[src/hdl/assert_macros.svh]
// Assertion macros shared by the token classifier RTL.
// No dependencies; included by the files that carry assertions.
`ifndef ASSERT_MACROS_SVH
`define ASSERT_MACROS_SVH

// The consequent must hold in the same cycle as the antecedent.
`define ASSERT_SAME(label, clk, rst_n, ante, cons) \
    label: assert property (@(posedge clk) disable iff (!rst_n) (ante) |-> (cons)) \
        else $error("Same-cycle assertion failed.");

// The consequent must hold in the cycle after the antecedent.
`define ASSERT_NEXT(label, clk, rst_n, ante, cons) \
    label: assert property (@(posedge clk) disable iff (!rst_n) (ante) |=> (cons)) \
        else $error("Next-cycle assertion failed.");

`endif

[src/hdl/ctc_pkg.sv]
// Shared types for the calculator token classifier.
// No dependencies; used by all modules of the block.
package ctc_pkg;

    typedef enum logic [2:0] {
        CLS_INT      = 3'd0,
        CLS_RATIONAL = 3'd1,
        CLS_REAL     = 3'd2,
        CLS_COMPLEX  = 3'd3,
        CLS_ATOM     = 3'd4,
        CLS_EXPR     = 3'd5,
        CLS_PROGRAM  = 3'd6,
        CLS_UNKNOWN  = 3'd7
    } tok_class_t;

    typedef struct packed {
        logic       binary_op;
        logic       unary_op;
        tok_class_t token_class;
    } result_t;

endpackage

[src/hdl/ctc_out_reg.sv]
// Output register of the token classifier: holds one result word for the
// master side. Depends on ctc_pkg.
module ctc_out_reg
(
    input  logic             clk,
    input  logic             rst_n,
    input  logic             load,
    input  ctc_pkg::result_t result,
    output logic             load_ok,
    output logic             m_axis_tvalid,
    input  logic             m_axis_tready,
    output logic [7:0]       m_axis_tdata   // token_class[2:0], unary_op[3], binary_op[4]
);

    logic             valid_reg;
    ctc_pkg::result_t data_reg;

    assign load_ok       = !valid_reg || m_axis_tready;
    assign m_axis_tvalid = valid_reg;
    assign m_axis_tdata  = {3'b000, data_reg};

    always_ff @(posedge clk or negedge rst_n)
    begin
        if (!rst_n)
        begin
            valid_reg <= 1'b0;
        end
        else if (load)
        begin
            valid_reg <= 1'b1;
        end
        else if (m_axis_tready)
        begin
            valid_reg <= 1'b0;
        end
    end

    always_ff @(posedge clk)
    begin
        if (load)
        begin
            data_reg <= result;
        end
    end

endmodule

[src/hdl/ctc_automata.sv]
// Per-class recognizers of the token classifier and the final classification.
// Depends on ctc_pkg.
module ctc_automata
(
    input  logic             clk,
    input  logic             rst_n,
    input  logic             advance,
    input  logic [7:0]       char_code,
    input  logic             last_char,
    output ctc_pkg::result_t result
);

    typedef enum logic [2:0] {
        I_START = 3'd0, I_SIGN = 3'd1, I_DIG = 3'd2, I_ZERO = 3'd3, I_DEAD = 3'd7
    } int_state_t;

    typedef enum logic [2:0] {
        R_START = 3'd0, R_SIGN = 3'd1, R_NUM = 3'd2, R_SLASH = 3'd3,
        R_DSIGN = 3'd4, R_DEN = 3'd5, R_DEAD = 3'd7
    } rat_state_t;

    typedef enum logic [2:0] {
        F_START = 3'd0, F_INT = 3'd1, F_DOT = 3'd2, F_FRAC = 3'd3, F_DEAD = 3'd7
    } real_state_t;

    typedef enum logic [2:0] {
        P_START = 3'd0, P_NUM = 3'd1, P_DOT = 3'd2, P_SLASH = 3'd3,
        P_DSIGN = 3'd4, P_DEN = 3'd5, P_DEAD = 3'd7
    } part_state_t;

    typedef enum logic [1:0] {
        A_START = 2'd0, A_RUN = 2'd1, A_DEAD = 2'd2
    } atom_state_t;

    localparam int NumUnary  = 8;
    localparam int NumBinary = 17;
    localparam logic [2:0] LenSat = 3'd5;

    localparam logic [31:0] UNARY_WORDS [NumUnary] = '{
        "NOT", "NEG", "RE", "IM", "DEN", "NUM", "DROP", "DUP"
    };
    localparam logic [2:0] UNARY_LENS [NumUnary] = '{
        3'd3, 3'd3, 3'd2, 3'd2, 3'd3, 3'd3, 3'd4, 3'd3
    };
    localparam logic [31:0] BINARY_WORDS [NumBinary] = '{
        "+", "-", "*", "/", "<", ">", "=", "<=", ">=", "!=",
        "DIV", "MOD", "$", "AND", "OR", "STO", "SWAP"
    };
    localparam logic [2:0] BINARY_LENS [NumBinary] = '{
        3'd1, 3'd1, 3'd1, 3'd1, 3'd1, 3'd1, 3'd1, 3'd2, 3'd2, 3'd2,
        3'd3, 3'd3, 3'd1, 3'd3, 3'd2, 3'd3, 3'd4
    };

    // The newest character sits in the low byte, as do the last characters of the names.
    function automatic logic name_match(logic [31:0] hist, logic [2:0] len,
                                        logic [31:0] word, logic [2:0] wlen);
        logic [31:0] mask;
        mask = '0;
        for (int i = 0; i < 4; i++)
        begin
            if (3'(i) < wlen)
            begin
                mask[i*8 +: 8] = 8'hFF;
            end
        end
        return (len == wlen) && ((hist & mask) == (word & mask));
    endfunction

    int_state_t  int_reg,  int_next;
    rat_state_t  rat_reg,  rat_next;
    real_state_t real_reg, real_next;
    logic        cx_after_reg, cx_after_next;
    part_state_t cx_part_reg,  cx_part_next;
    atom_state_t atom_reg, atom_next;
    logic [1:0]  delim_reg, delim_next;
    logic [2:0]  len_reg,   len_next;
    logic [31:0] hist_reg,  hist_next;

    logic is_dig, is_sign, is_upper, is_dot, is_slash, is_dollar, is_zero;
    logic two, unary_hit, binary_hit, cx_accept, cx_sep_ok;

    assign is_dig    = (char_code >= "0") && (char_code <= "9");
    assign is_sign   = (char_code == "+") || (char_code == "-");
    assign is_upper  = (char_code >= "A") && (char_code <= "Z");
    assign is_dot    = (char_code == ".");
    assign is_slash  = (char_code == "/");
    assign is_dollar = (char_code == "$");
    assign is_zero   = (char_code == "0");

    always_comb
    begin
        unique case (int_reg)
            I_START: int_next = is_sign ? I_SIGN : is_dig ? I_DIG : I_DEAD;
            I_SIGN:  int_next = is_dig ? I_DIG : I_DEAD;
            I_DIG:   int_next = is_dig ? I_DIG : is_dot ? I_ZERO : I_DEAD;
            I_ZERO:  int_next = is_zero ? I_ZERO : I_DEAD;
            default: int_next = I_DEAD;
        endcase

        unique case (rat_reg)
            R_START: rat_next = is_sign ? R_SIGN : is_dig ? R_NUM : R_DEAD;
            R_SIGN:  rat_next = is_dig ? R_NUM : R_DEAD;
            R_NUM:   rat_next = is_dig ? R_NUM : is_slash ? R_SLASH : R_DEAD;
            R_SLASH: rat_next = is_sign ? R_DSIGN : is_dig ? R_DEN : R_DEAD;
            R_DSIGN: rat_next = is_dig ? R_DEN : R_DEAD;
            R_DEN:   rat_next = is_dig ? R_DEN : R_DEAD;
            default: rat_next = R_DEAD;
        endcase

        unique case (real_reg)
            F_START: real_next = (is_sign || is_dig) ? F_INT : is_dot ? F_DOT : F_DEAD;
            F_INT:   real_next = is_dig ? F_INT : is_dot ? F_DOT : F_DEAD;
            F_DOT:   real_next = is_zero ? F_DOT : is_dig ? F_FRAC : F_DEAD;
            F_FRAC:  real_next = is_dig ? F_FRAC : F_DEAD;
            default: real_next = F_DEAD;
        endcase

        cx_sep_ok = (cx_part_reg == P_START) || (cx_part_reg == P_NUM) ||
                    (cx_part_reg == P_DOT) || (cx_part_reg == P_DEN);
        cx_after_next = cx_after_reg;
        if (is_dollar)
        begin
            cx_after_next = 1'b1;
            cx_part_next  = (!cx_after_reg && cx_sep_ok) ? P_START : P_DEAD;
        end
        else
        begin
            unique case (cx_part_reg)
                P_START: cx_part_next = (is_sign || is_dig) ? P_NUM : is_dot ? P_DOT :
                                        is_slash ? P_SLASH : P_DEAD;
                P_NUM:   cx_part_next = is_dig ? P_NUM : is_dot ? P_DOT :
                                        is_slash ? P_SLASH : P_DEAD;
                P_DOT:   cx_part_next = is_dig ? P_DOT : P_DEAD;
                P_SLASH: cx_part_next = is_sign ? P_DSIGN : is_dig ? P_DEN : P_DEAD;
                P_DSIGN: cx_part_next = is_dig ? P_DEN : P_DEAD;
                P_DEN:   cx_part_next = is_dig ? P_DEN : P_DEAD;
                default: cx_part_next = P_DEAD;
            endcase
        end
        cx_accept = cx_after_next &&
                    ((cx_part_next == P_START) || (cx_part_next == P_NUM) ||
                     (cx_part_next == P_DOT) || (cx_part_next == P_DEN));

        unique case (atom_reg)
            A_START: atom_next = is_upper ? A_RUN : A_DEAD;
            A_RUN:   atom_next = (is_upper || is_dig) ? A_RUN : A_DEAD;
            default: atom_next = A_DEAD;
        endcase

        len_next   = (len_reg < LenSat) ? len_reg + 3'd1 : len_reg;
        hist_next  = {hist_reg[23:0], char_code};
        delim_next = (len_reg == 3'd0) ? {char_code == "[", char_code == "'"} : delim_reg;
        two        = (len_next >= 3'd2);

        unary_hit = 1'b0;
        for (int i = 0; i < NumUnary; i++)
        begin
            unary_hit |= name_match(hist_next, len_next, UNARY_WORDS[i], UNARY_LENS[i]);
        end
        binary_hit = 1'b0;
        for (int i = 0; i < NumBinary; i++)
        begin
            binary_hit |= name_match(hist_next, len_next, BINARY_WORDS[i], BINARY_LENS[i]);
        end

        result.unary_op  = unary_hit;
        result.binary_op = binary_hit;
        priority if ((int_next == I_DIG) || (int_next == I_ZERO))
            result.token_class = ctc_pkg::CLS_INT;
        else if (rat_next == R_DEN)
            result.token_class = ctc_pkg::CLS_RATIONAL;
        else if (real_next == F_FRAC)
            result.token_class = ctc_pkg::CLS_REAL;
        else if (cx_accept)
            result.token_class = ctc_pkg::CLS_COMPLEX;
        else if (atom_next == A_RUN)
            result.token_class = ctc_pkg::CLS_ATOM;
        else if (two && delim_next[0] && (char_code == "'"))
            result.token_class = ctc_pkg::CLS_EXPR;
        else if (two && delim_next[1] && (char_code == "]"))
            result.token_class = ctc_pkg::CLS_PROGRAM;
        else
            result.token_class = ctc_pkg::CLS_UNKNOWN;
    end

    always_ff @(posedge clk or negedge rst_n)
    begin
        if (!rst_n)
        begin
            int_reg      <= I_START;
            rat_reg      <= R_START;
            real_reg     <= F_START;
            cx_after_reg <= 1'b0;
            cx_part_reg  <= P_START;
            atom_reg     <= A_START;
            delim_reg    <= 2'b00;
            len_reg      <= 3'd0;
        end
        else if (advance)
        begin
            if (last_char)
            begin
                int_reg      <= I_START;
                rat_reg      <= R_START;
                real_reg     <= F_START;
                cx_after_reg <= 1'b0;
                cx_part_reg  <= P_START;
                atom_reg     <= A_START;
                delim_reg    <= 2'b00;
                len_reg      <= 3'd0;
            end
            else
            begin
                int_reg      <= int_next;
                rat_reg      <= rat_next;
                real_reg     <= real_next;
                cx_after_reg <= cx_after_next;
                cx_part_reg  <= cx_part_next;
                atom_reg     <= atom_next;
                delim_reg    <= delim_next;
                len_reg      <= len_next;
            end
        end
    end

    always_ff @(posedge clk)
    begin
        if (advance)
        begin
            hist_reg <= hist_next;
        end
    end

endmodule

[src/hdl/calculator_token_classifier_top.sv]
// A token's result word is computed from the input register into ctc_out_reg.
// Throughput: one character per cycle; the input stalls only while a finished result
// waits on the master side and the next last character is already registered.
// Reset: rst_n clears all recognizers and valid flags asynchronously; a token in
// flight is dropped. Depends on ctc_pkg, ctc_automata, ctc_out_reg, assert_macros.svh.
`include "assert_macros.svh"

module calculator_token_classifier_top
(
    input  logic       clk,
    input  logic       rst_n,
    input  logic       s_axis_tvalid,
    output logic       s_axis_tready,
    input  logic [7:0] s_axis_tdata,   // char_code[7:0]
    input  logic       s_axis_tlast,   // last_char
    output logic       m_axis_tvalid,
    input  logic       m_axis_tready,
    output logic [7:0] m_axis_tdata    // token_class[2:0], unary_op[3], binary_op[4]
);

    logic             in_valid_reg;
    logic [7:0]       in_char_reg;
    logic             in_last_reg;
    logic             advance;
    logic             out_load_ok;
    ctc_pkg::result_t result;

    assign advance       = in_valid_reg && (!in_last_reg || out_load_ok);
    assign s_axis_tready = !in_valid_reg || advance;

    always_ff @(posedge clk or negedge rst_n)
    begin
        if (!rst_n)
        begin
            in_valid_reg <= 1'b0;
        end
        else if (s_axis_tready)
        begin
            in_valid_reg <= s_axis_tvalid;
        end
    end

    always_ff @(posedge clk)
    begin
        if (s_axis_tready && s_axis_tvalid)
        begin
            in_char_reg <= s_axis_tdata;
            in_last_reg <= s_axis_tlast;
        end
    end

    ctc_automata u_automata
    (
        .clk       (clk),
        .rst_n     (rst_n),
        .advance   (advance),
        .char_code (in_char_reg),
        .last_char (in_last_reg),
        .result    (result)
    );

    ctc_out_reg u_out_reg
    (
        .clk           (clk),
        .rst_n         (rst_n),
        .load          (advance && in_last_reg),
        .result        (result),
        .load_ok       (out_load_ok),
        .m_axis_tvalid (m_axis_tvalid),
        .m_axis_tready (m_axis_tready),
        .m_axis_tdata  (m_axis_tdata)
    );

    `ASSERT_SAME(a_stall_only_on_full_output, clk, rst_n, !s_axis_tready,
                 m_axis_tvalid && !m_axis_tready)
    `ASSERT_NEXT(a_last_word_gives_result, clk, rst_n, advance && in_last_reg,
                 m_axis_tvalid)
    `ASSERT_SAME(a_result_needs_last_word, clk, rst_n, $rose(m_axis_tvalid),
                 $past(in_valid_reg && in_last_reg))

endmodule
[config.mk]
export PLATFORM = sky130hd
export DESIGN_NAME = calculator_token_classifier_top
export DESIGN_NICKNAME = d
export VERILOG_FILES = /design/src/hdl/ctc_pkg.sv /design/src/hdl/ctc_out_reg.sv /design/src/hdl/ctc_automata.sv /design/src/hdl/calculator_token_classifier_top.sv
export VERILOG_INCLUDE_DIRS = /design/src /design/src/hdl
export SDC_FILE = /design/constraint.sdc
export NUM_CORES = 1
export LEC_CHECK = 0
export ABC_CLOCK_PERIOD_IN_PS = 1980
export BUFFER_PORTS_ARGS = -buffer_cell sky130_fd_sc_hd__buf_2
export CELL_PAD_IN_SITES_DETAIL_PLACEMENT = 1
export CELL_PAD_IN_SITES_GLOBAL_PLACEMENT = 1
export CORE_AREA = 2 2 73 126
export DETAILED_ROUTE_END_ITERATION = 8
export DIE_AREA = 0 0 75 128
export GPL_TIMING_DRIVEN = 0
export PLACE_DENSITY = 0.82
export RECOVER_POWER = 100
export SETUP_SLACK_MARGIN = 0.15
export SKIP_CTS_REPAIR_TIMING = 1
export SLEW_MARGIN = 20
export SYNTH_ARGS = -nofsm -noshare
export SYNTH_HDL_FRONTEND = slang
export SYNTH_SLANG_ARGS = --single-unit
[constraint.sdc]
create_clock -name clk -period 1.98 [get_ports clk]
set_input_delay 0.297 -clock clk [delete_from_list [all_inputs] [get_ports clk]]
set_output_delay 0.297 -clock clk [all_outputs]
set_load 0.02 [all_outputs]
Word-level counts from Yosys, hierarchy flattened --
Cells that the tools add are included.
Word-level totals: ROM bits 0, register bits after elaboration 60, input port bits 13, word-level logic and storage cells 217, memories kept 0, bits in latches 0, memory bits (writable) 0, output and inout port bits 10
Operators by class: equal/unequal tests 59, shift operators 0, divide/modulo/power cells 0, multiply operators 0, $add $sub $neg 1, multiplexer cells 45, bitwise gates (word level) 23, reductions and logical operators 65, magnitude comparators 6
Operators by type and width (number):
- equality test 24 x 23 -> 1 bit, second input constant | 9
- equality test 8 x 6 -> 1 bit, second input constant | 11
- two-way mux 3 bit | 23
- equality test 32 x 31 -> 1 bit, second input constant | 2
- equality test 16 x 14 -> 1 bit, second input constant | 3
- equality test 16 x 15 -> 1 bit, second input constant | 3
- equality test 3 x 2 -> 1 bit, second input constant | 14
- logical AND 1 bit | 36
- one-hot mux 3 bit (5 select lines) | 2
- one-hot mux 3 bit (4 select lines) | 2
- bitwise OR 1 bit | 23
- two-way mux 2 bit | 11
- equality test 3 bit, second input constant | 7
- equality test 3 x 1 -> 1 bit, second input constant | 6
- zero test 3 bit | 6
- equality test 8 x 7 -> 1 bit, second input constant | 2
- logical OR 1 bit | 13
- >= comparator 8 x 6 -> 1 bit, second input constant | 1
- >= comparator 8 x 7 -> 1 bit, second input constant | 1
- <= comparator 8 x 6 -> 1 bit, second input constant | 1
- <= comparator 8 x 7 -> 1 bit, second input constant | 1
- two-way mux 1 bit | 6
- OR reduction 2 bit | 3
- equality test 2 x 1 -> 1 bit, second input constant | 2
- 8 further kinds | 11

Logic depth before layout (Yosys ltp) --
depth after elaboration 20, depth in mapped cells 8, mapped depth without buffers 7

Modules after synthesis --
Synthesis repeated with hierarchy kept, for this count alone.
Second synthesis, totals: cells, all modules 332, area, all modules 3437.0 um^2
Modules (own cells, without submodules):
- ctc_automata | cells each 304, area each 2864.0 um^2, times used 1
- calculator_token_classifier_top | cells each 16, area each 349.1 um^2, times used 1
- ctc_out_reg | cells each 12, area each 224.0 um^2, times used 1

Worst setup path before layout --
Ideal clock, no wire load.
kind reg-to-reg, from register in_char_reg[7], to register u_out_reg.data_reg (netlist bit u_out_reg.m_axis_tdata[2]) (data pin), stages on the path, launching flop included 7, path slack -0.160 ns, required time 1.724 ns, arrival 1.884 ns, setup time 0.256 ns, buffers on the path 1, cell sequence edfxtp_1 -> or4b_1 -> buf_6 -> nor4_1 -> a21oi_1 -> a31o_1 -> o211a_1
Between the ends: word-level cells in the longest chain between the ends 12, elaborated cells between the ends (all ways) 48, classes of those cells 2 x order compare; 13 x eq/ne; 23 x mux; 10 x reduce/logical
Ends and longest elaborated chain:
- from (decl) | RTL line calculator_token_classifier_top.sv:22 | logic [7:0] in_char_reg;
- from (signal assigned) | RTL line calculator_token_classifier_top.sv:47 | in_char_reg <= s_axis_tdata;
- >= comparator 8 x 6 -> 1 bit (tied with other cells) | RTL line ctc_automata.sv:82 | assign is_dig = (char_code >= "0") && (char_code <= "9");
- logical AND 1 bit (tied with other cells) | RTL line ctc_automata.sv:82
- two-way mux 2 bit (tied with other cells)
- two-way mux 2 bit (tied with other cells) | RTL line ctc_automata.sv:104, ctc_automata.sv:134
- one-hot mux 3 bit (5 select lines) | RTL line ctc_automata.sv:128 | unique case (cx_part_reg)
- two-way mux 3 bit | RTL line ctc_automata.sv:121 | if (is_dollar)
- equality test 3 x 1 -> 1 bit or zero test 3 bit (tied branches) | RTL line ctc_automata.sv:141 | ((cx_part_next == P_START) || (cx_part_next == P_NUM) ||
- logical OR 1 bit (2 in series) | RTL line ctc_automata.sv:141
- logical OR 1 bit | RTL line ctc_automata.sv:142 | (cx_part_next == P_DOT) || (cx_part_next == P_DEN));
- logical AND 1 bit | RTL line ctc_automata.sv:140 | cx_accept = cx_after_next &&
- OR reduction 4 bit (no line) (*)
- to (signal assigned) | RTL line ctc_out_reg.sv:42 | data_reg <= result;
- to (decl) | RTL line ctc_out_reg.sv:16 | ctc_pkg::result_t data_reg;
Every way passes the cells marked *; elsewhere a longest branch is shown, timed or not. A chain may end at the register's enable or synchronous reset.

Final worst setup path --
from register in_char_reg[0], to register u_out_reg.data_reg (netlist bit u_out_reg.m_axis_tdata[2]) (data pin)
The elaborated chain is that of the path after synthesis.

==> impl_metrics.toml <==
[run_status]
status = "complete, but fails checks"
violations = "negative setup slack"

[global_route]
grt_pass1_vias = 3331
antenna_found_initial = 0
grt_max_degree = 31
overflow = 0
grt_usage = 0.2462
grt_pass1_wl_um = 17210

[critical_path]
crit_type = "register to register"
crit_required_ns = 2.07
crit_fanout = 10
rr_worst_depth = 6
path_cells = "clkbuf_8, nor4b_4, a21oi_1, a211oi_1, nor3_2, o211a_1"
start_kind = "register"
cp_slowest_cell = "a211oi_1"
max_stage_delay_ns = 0.56
worstPathArrival_ns = 2.49
end_kind = "register"

[layout]
drive_gt1_frac = 0.3175
fin_util = 0.5529
final_cell_mix = "38 x edfxtp_1, 33 x nand2_1, 28 x buf_4, 23 x nor2_1, 21 x dfrtp_1"
largest_reg_flops = 24
fillers = 956
final_common_cell = "edfxtp_1"
fin_nets = 432
syn2layout_area_growth_pct = 32.83
num_antenna_cells = 0

[drt]
route.detailed.drc = 0
ant_nets = 0
vias_per_cell = 6.469
drt_iter0_drc = 216
num_vias = 3487
wirelength_um = 13140
wl_per_cell_um = 24.37
drt_pass1_iterations = 5

[clock_tree]
tritoncts = "yes"
clk_path_buf_depth = 2
cts_buffers = 9
cts_sinks = 60
clk_latency_ns = 0.34
clk_pin_slew_ns = 0.05
cts_max_level = 3
clockRootBuffer = "clkbuf_16"

[timing]
period_share = 1.212
setup_viol = 16
finClkSkew_ns = 0.005034
fin_ws_ns = -0.4199
min_period_ns = 2.400
max_clock_freq_mhz = 416.7
rsz0062_at_grt = "true"
finalSetupTns_ns = -4.218
tightest_slew_ns = 0.7577
slew_viol_final = 0
final-hold-violation-count = 0
relSlewSlack = 0.4913

[logic_synthesis]
ys_ff_latch = 60
yosysTopAreaCellShare = 0.3182
ys_top_cells_by_area = "edfxtp_1 32%, dfrtp_1 15%, nand2_1 3.7%"
synth_top_flop_cell = "edfxtp_1"
synth_edf_count = 38
yosysWarnings = 0
synth_cell_types = 72
ys_async_sr_fraction = 0.3667
avgSynthCellArea_um2 = 10.07
yosysSeqAreaShare = 0.4717
syn_area_um2 = 3586
syn_inst = 356
synth_top_cell_by_area = "edfxtp_1"

[floorplanning]
die-area_um2 = 9600
die_h_um = 128
rows = 45
pin_count = 23
core_um2 = 8615
die_x_um = 75
start_util = 0.4163

[run]
maxCapViolCount = 0

[power_and_ir_drop]
pwr_density_cell_nw_per_um2 = 887.4
vdd_ir_drop_max_mv = 0.6814
p_leak_nw = 1.699

[worst_hold_path]
min_path_type = "primary input to register"
hold_depth = 1

[placed_design]
post-dp-hpwl_um = 8075
gp_congestion = 0.8604
io_buffers = 19
==> per-layer routing <==
metal  global-route usage  vias to the layer above  part of all wire
met5                    0                        -                 0
met4               0.1796                        0             0.086
met3              0.05189                       86             0.038
met2               0.4283                      168              0.52
met1               0.2459                     1724              0.35
li1                     -                     1509                 -
==> cells in the mapped netlist (4+ instances only) <==
cell type  instances
a211oi_1           5
a21oi_1           17
a31oi_1            6
a32oi_1            4
clkbuf_1          14
dfrtp_1           22
edfxtp_1          38
inv_1             14
mux2i_1            5
nand2_1           35
nand2b_1           9
nand3_1            6
nand3b_1           5
nand4_1            6
nand4b_1          11
nor2_1            25
nor2b_1            4
nor3_1            10
nor3b_1            4
nor4_1             9
nor4b_1            6
o211ai_1           4
o21ai_0           18
o221ai_1           4
o31ai_1            7
==> stage by stage <==
step | power, W | cells | worst slack (ns) | hold slack, ns | area [um^2]
global route | 0.004371 | 539 | -0.5020 | 0.1280 | 4763
global placement | 0.002259 | 494 | -0.5736 | 0.2994 | 3916
floorplan | 0.002073 | 358 | -0.1295 | 0.001409 | 3675
CTS | 0.003987 | 510 | -0.5888 | -0.06571 | 4234
finish | 0.004227 | 539 | -0.4199 | 0.1295 | 4763
detailed placement | 0.002296 | 494 | -0.5566 | 0.3039 | 3916
==> worst max-delay path: cells and delay by family (launching register included) <==
family          cells  cell delay, ns
compound gates      3            0.92
buf+inv             1            0.21
flops               1            0.44
simple gates        2            0.58
==> path summary, 6_finish.rpt <==
check	end	slack (ns)	start
max	u_out_reg.m_axis_tdata[2]	-0.42	in_char_reg[0]
min	in_char_reg[1]	0.13	s_axis_tdata[1]
max reg2reg	u_out_reg.m_axis_tdata[2]	-0.42	in_char_reg[0]
min reg2reg	u_automata.hist_reg[14]	0.50	u_automata.hist_reg[6]
max in group asynchronous	u_automata.len_reg[0]	1.13	rst_n
min in group asynchronous	u_automata.len_reg[2]	0.47	rst_n
==> logic make-up (layout without fill, tap and decap cells) <==
family	Yosys count	after routing	synth area share
AOI/OAI and AO/OA	90	90	0.1769
xor gates and xnor gates	3	3	0.007329
adders and majority gates	2	2	0.006977
buffers and inverters	39	103	0.05548
DFF	60	60	0.4717
muxes	6	6	0.01710
other	1	3	0.001046
and+or+nand+nor	155	155	0.2634
==> where the power goes <==
group | leakage (nW) | switching (W) | total [W] | internal [W]
clock network | 0.150 | 0.000588 | 0.00169 | 0.00110
registers | 0.635 | 0.000122 | 0.00159 | 0.00147
logic | 0.914 | 0.000567 | 0.000948 | 0.000381
==> cell type report <==
type	instances	area, um^2	share of cell area
buffer	25	201.4	0.04229
clock buffer	10	229.0	0.04807
clock inverter	6	88.84	0.01865
inverter	14	62.56	0.01313
multi-input combinational	259	2026	0.4253
sequential	60	1693	0.3554
tap	117	146.4	0.03073
timing repair buffer	47	309.0	0.06488
timing repair inverter	1	7.507	0.001576
(Power assumes the default switching activity.)
